## src/hdl/glyph_quad_text_layout_assert.svh

```systemverilog
// Assertion shorthands on clk_i, with checks off while rst_ni is low.
`ifndef GLYPH_QUAD_TEXT_LAYOUT_ASSERT_SVH
`define GLYPH_QUAD_TEXT_LAYOUT_ASSERT_SVH

// Condition holds at every edge.
`define GQTL_ASSERT_NOW(lbl, expr) \
  lbl: assert property (@(posedge clk_i) disable iff (!rst_ni) (expr)) \
    else $error("gqtl check failed");

// Antecedent at one edge implies consequent at the next.
`define GQTL_ASSERT_NEXT(lbl, ante, cons) \
  lbl: assert property (@(posedge clk_i) disable iff (!rst_ni) (ante) |=> (cons)) \
    else $error("gqtl check failed");

`endif

```

## src/hdl/gqtl_pkg.sv

```systemverilog
`default_nettype none
package gqtl_pkg;

  typedef enum logic [1:0] {
    CMD_LOAD_GLYPH = 2'd0,
    CMD_LOAD_KERN  = 2'd1,
    CMD_START      = 2'd2,
    CMD_CHAR       = 2'd3
  } cmd_e;

  localparam logic [7:0] CFG_SCALE       = 8'd0;
  localparam logic [7:0] CFG_INV_ASPECT  = 8'd1;
  localparam logic [7:0] CFG_GLYPH_COUNT = 8'd2;
  localparam logic [7:0] CFG_KERN_COUNT  = 8'd3;

  localparam logic [15:0] SCALE_RESET      = 16'd256;
  localparam logic [15:0] INV_ASPECT_RESET = 16'd9216;

  localparam logic [6:0]  CODE_NUL     = 7'd0;
  localparam logic [6:0]  CODE_NEWLINE = 7'd10;
  // code - ' ' + 2, modulo 256
  localparam logic [7:0]  GLYPH_BIAS   = 8'd226;
  localparam logic [7:0]  GLYPH_NUL    = 8'd0;
  localparam logic [7:0]  GLYPH_NEWLINE = 8'd1;
  // 0.9 in Q0.16
  localparam logic [16:0] ADV_FRAC     = 17'd58982;

  typedef struct packed {
    cmd_e        cmd;
    logic [6:0]  idx;
    logic [6:0]  code;
    logic [6:0]  code2;
    logic [31:0] px;
    logic [31:0] py;
    logic [15:0] sw;
    logic [15:0] sh;
    logic [15:0] tu;
    logic [15:0] tv;
    logic [17:0] adv;
  } raw_t;

  typedef struct packed {
    raw_t       raw;
    logic [7:0] glyph;
  } item_t;

  typedef struct packed {
    logic [15:0] scale;
    logic [15:0] inv_aspect;
    logic [7:0]  glyph_count;
    logic [6:0]  kern_count;
  } cfg_t;

  typedef enum logic [3:0] {
    S_IDLE,
    S_KSCAN,
    S_KADD,
    S_GLYPH,
    S_MW,
    S_MH,
    S_MADV,
    S_MADV2,
    S_PEN,
    S_VMUL,
    S_VOUT,
    S_BAD
  } back_state_e;

  function automatic logic signed [31:0] sat32(input logic signed [63:0] v);
    logic signed [31:0] r;
    if (v > 64'sd2147483647) r = 32'sh7fffffff;
    else if (v < -64'sd2147483648) r = 32'sh80000000;
    else r = v[31:0];
    return r;
  endfunction

endpackage
`default_nettype wire

```

## src/hdl/gqtl_front.sv

```systemverilog
`default_nettype none
module gqtl_front (
  input  wire logic           clk_i,
  input  wire logic           rst_ni,
  input  wire logic           in_valid_i,
  output logic                in_ready_o,
  input  wire gqtl_pkg::raw_t in_raw_i,
  output logic                q_valid_o,
  output gqtl_pkg::item_t     q_item_o,
  input  wire logic           q_pop_i
);

  gqtl_pkg::item_t slot_q [2];
  gqtl_pkg::item_t push_item;
  logic            wp_q, rp_q;
  logic [1:0]      cnt_q;
  logic            push, pop;

  // map character code to glyph index
  always_comb begin
    push_item.raw = in_raw_i;
    priority if (in_raw_i.code == gqtl_pkg::CODE_NUL) begin
      push_item.glyph = gqtl_pkg::GLYPH_NUL;
    end else if (in_raw_i.code == gqtl_pkg::CODE_NEWLINE) begin
      push_item.glyph = gqtl_pkg::GLYPH_NEWLINE;
    end else begin
      push_item.glyph = {1'b0, in_raw_i.code} + gqtl_pkg::GLYPH_BIAS;
    end
  end

  assign in_ready_o = (cnt_q != 2'd2);
  assign q_valid_o  = (cnt_q != 2'd0);
  assign q_item_o   = slot_q[rp_q];
  assign push       = in_valid_i && in_ready_o;
  assign pop        = q_pop_i && q_valid_o;

  always_ff @(posedge clk_i or negedge rst_ni) begin
    if (!rst_ni) begin
      wp_q  <= 1'b0;
      rp_q  <= 1'b0;
      cnt_q <= 2'd0;
    end else begin
      if (push) wp_q <= ~wp_q;
      if (pop) rp_q <= ~rp_q;
      cnt_q <= cnt_q + {1'b0, push} - {1'b0, pop};
    end
  end

  always_ff @(posedge clk_i) begin
    if (push) begin
      slot_q[wp_q] <= push_item;
    end
  end

endmodule
`default_nettype wire

```

## config.mk

```make
export PLATFORM = sky130hd
export DESIGN_NAME = gqtl_front
export DESIGN_NICKNAME = d
export VERILOG_FILES = /design/src/hdl/glyph_quad_text_layout_assert.svh /design/src/hdl/gqtl_pkg.sv /design/src/hdl/gqtl_front.sv
export SDC_FILE = /design/constraint.sdc
export NUM_CORES = 1
export LEC_CHECK = 0
export ABC_AREA = 1
export ABC_CLOCK_PERIOD_IN_PS = 18840
export BUFFER_PORTS_ARGS = -buffer_cell sky130_fd_sc_hd__buf_2
export CORE_UTILIZATION = 55
export CTS_CLUSTER_SIZE = 40
export DETAILED_ROUTE_END_ITERATION = 8
export HOLD_SLACK_MARGIN = 0.02
export PLACE_DENSITY = 0.95
export SYNTH_ARGS = -nofsm -noshare
export SYNTH_HDL_FRONTEND = slang
export SYNTH_SLANG_ARGS = --single-unit
```

## constraint.sdc

```tcl
create_clock -name clk_i -period 18.84 [get_ports clk_i]
set_input_delay 0.942 -clock clk_i [delete_from_list [all_inputs] [get_ports clk_i]]
set_output_delay 0.942 -clock clk_i [all_outputs]
set_load 0.1 [all_outputs]
```

==> flow_results.org <==
** Outcome
- The flow ran to the end, and the final reports show no timing, DRC or antenna violations.

** Finish
- Fin nets :: 1515
- Commonest cells after routing, fill and taps aside :: nand2_1, edfxtp_1, buf_2
- Area of the multi-input gates :: 2230 sq um
- Of the cells placed in the final design, the portion with a size suffix greater than 1 is 29.9%.
- After routing the design area is 16300 sq um.
- The sequential cells in the finished layout cover a total of 10700 sq um.
- Area growth syn-to-layout :: 22.6%
- For this run, the share of the core covered by cells in the final layout is 69.0%.
- Most common library cell in the layout ignoring fill and taps :: nand2_1
- Fill cells in the final layout number 1481.

** Placement
- Final estimated routing congestion in global placement :: 0.781
- Number of port buffers :: 351
- Summing all placed instances gives a cell area of 15200 sq um.
- Post-DP HPWL :: 19100 microns

** STA
- The number of hold violations in the final report is 0.
- Fmax :: 0.223 GHz
- Count of final setup violators :: 0
- The worst path uses 23.8% of the clock period.
- In the final timing run, aggregate negative setup slack is 0 ps.
- For the finished layout, the period the worst path requires is 4490 ps.
- The count of final max-slew check failures was 0.
- Setup repair after global routing missed its margin :: no
- Transition time at the pin with the least slew margin :: 1130 ps
- Worst slew margin relative to its limit :: 24.6%
- Worst-case clock skew :: 7.11 ps

** Critical path
- On the critical path, the stage with the largest delay is an instance of buf_4.
- Along the worst path, the maximum fanout reaches 95.
- The worst setup path is of the reg -> out kind.
- Cell with the most instances on the worst path :: nand2_1
- Cell class contributing the biggest share of worst-path delay :: buffers and inverters
- Critical Path, Cell by Cell :: inv_6, buf_4, nand2_1, nand2_1, buf_2
- Crit path largest cell delay :: 890 ps
- Required arrival time at the worst endpoint :: 17900 ps
- Count of buffering cells on the critical path with inverters included :: 3
- The worst setup path is launched from a flip-flop.
- The worst setup path is captured at an output port.
- Worst Path Arrival :: 3540 ps

** Detailed routing
- Antenna Violating Nets Remaining :: 0
- Summed over all layers, the routed wires come to 29800 microns.
- The first TritonRoute pass finished after 5 iterations.
- Vias after detailed routing :: 8774
- Routed WL per cell :: 17.7 microns
- Average via count per standard cell :: 5.20
- For this run, design rule violations remaining after detail routing come to 0.
- DR iter-0 viols :: 652

** CTS
- In this run the number of H-tree levels came out at 2.
- The root buffer cell chosen for the clock tree is clkbuf_16.
- # Post-CTS Setup Buffers :: 0
- Maximum buffer depth of the clock tree :: 3
- Hold repair after CTS inserted 0 buffers.
- Clock-pin slew on the worst setup and hold paths :: 60 ps
- PostCTS Resize Cnt :: 0
- CTS tree :: done
- CTS saw 358 sinks.
- For the worst-skew pair, the clock arrives at the later sink with an insertion delay of 490 ps.
- TritonCTS created 36 clock buffers.

** Floorplan
- The die covers 24800 sq um.
- Measured along the y axis, the die boundary spans 157 microns.
- For this configuration, the core starts out at a cell density of 56.3%.
- Area inside the core boundary :: 23600 sq um
- Cell Rows :: 56
- Top-Level Pins :: 352
- Die W :: 157 microns

** Synthesis
- Synthesis produced a netlist whose cell count is 982.
- Flip-flop and latch count after synthesis :: 358
- Post-Synthesis Mean Instance Area :: 13.5 sq um
- Cell variety after synth :: 19
- Counting every net in the synthesized netlist gives 1158.
- The mapped netlist covers 13300 sq um.
- During synthesis, Yosys emitted a total of 0 warnings.
- Share of synthesized area occupied by flip-flops and latches :: 80.7%

** Flow run
- Max-cap violation count :: 0

** Global route
- Number of antenna violations at the first check in global routing :: 6
- Entering global routing, the biggest net connects 96 pins.
- The number of global-route vias before repair is 8527.
- Global routing used 23.0% of the available tracks.
- Overall overflow remaining after global route :: 0
- The first global-routing pass estimated 42700 microns of wire.

** Min path
- The min-delay analysis places its worst path in the category in -> async.
-- registers in the layout (all words and copies together) (netlist names) --
register	count
slot_q	354
rp_q	1
wp_q	1
cnt_q	2
-- cell families after synthesis --
family	synth area share [%]
buffers and inverters	2.58
flip-flops	80.7
XOR/XNOR	0.395
AO/OA/AOI/OAI	0.0753
AND/OR/NAND/NOR	15.9
adder cells (fa/ha/maj)	0.282
-- stage by stage --
step           setup slack (ps)  hold WS, ps  instances
5_1_grt                   14190          227       1685
3_5_place_dp              14920          527       1620
3_3_place_gp              14990          510       1620
6_report                  14350          249       1688
4_1_cts                   14360          222       1682
2_1_floorplan              9410          485        982
-- synthesized netlist by cell type --
master / n / area [sq um]
xor2_1: 2 / 17.5
xnor2_1: 4 / 35.0
dfrtp_1: 4 / 100
nor2_1: 11 / 41.3
buf_2: 17 / 85.1
ha_1: 3 / 37.5
buf_6: 12 / 135
clkbuf_1: 3 / 11.3
buf_8: 1 / 15.0
edfxtp_1: 354 / 10600
or2_2: 1 / 6.26
nor3_1: 1 / 5.00
inv_1: 12 / 45.0
a21oi_1: 2 / 10.0
buf_4: 6 / 45.0
nand2_1: 544 / 2040
inv_4: 1 / 6.26
nand3_1: 3 / 15.0
nand4_1: 1 / 6.26
-- layer usage --
layer	part of all wire [%]	track usage (%)
met5	0.034	0
met4	3.0	10.5
met3	12	7.71
met2	51	40.6
met1	34	24.9
-- final timing paths --
check	startpoint	endpoint	slack [ps]	cells after the start
worst min register to register	cnt_q[0]$_DFF_PN0_	cnt_q[0]$_DFF_PN0_	540	1
max in group asynchronous	rst_ni	rp_q$_DFFE_PN0P_	18450	1
worst min-delay path	rst_ni	rp_q$_DFFE_PN0P_	250	1
min in group clk_i	cnt_q[0]$_DFF_PN0_	cnt_q[0]$_DFF_PN0_	540	1
worst max-delay path	rp_q$_DFFE_PN0P_	q_item_o[168]	14350	5
worst max register to register	cnt_q[1]$_DFF_PN0_	slot_q[1][149]$_DFFE_PP_	15810	4
-- layout make-up --
| class | count | area share, % |
|---|---|---|
| flip-flops and latches | 358 | 65.9 |
| multi-input cells | 572 | 13.7 |
| repair buffers | 358 | 11.1 |
| clock buffers | 44 | 5.84 |
| well taps | 319 | 2.45 |
| clock inverters | 18 | 0.637 |
| inverters | 13 | 0.330 |
| diodes | 6 | 0.0921 |
Power is left out: the tool's default activity adds up to more than one toggle a clock period on the data nets, which glitch-free logic cannot reach.
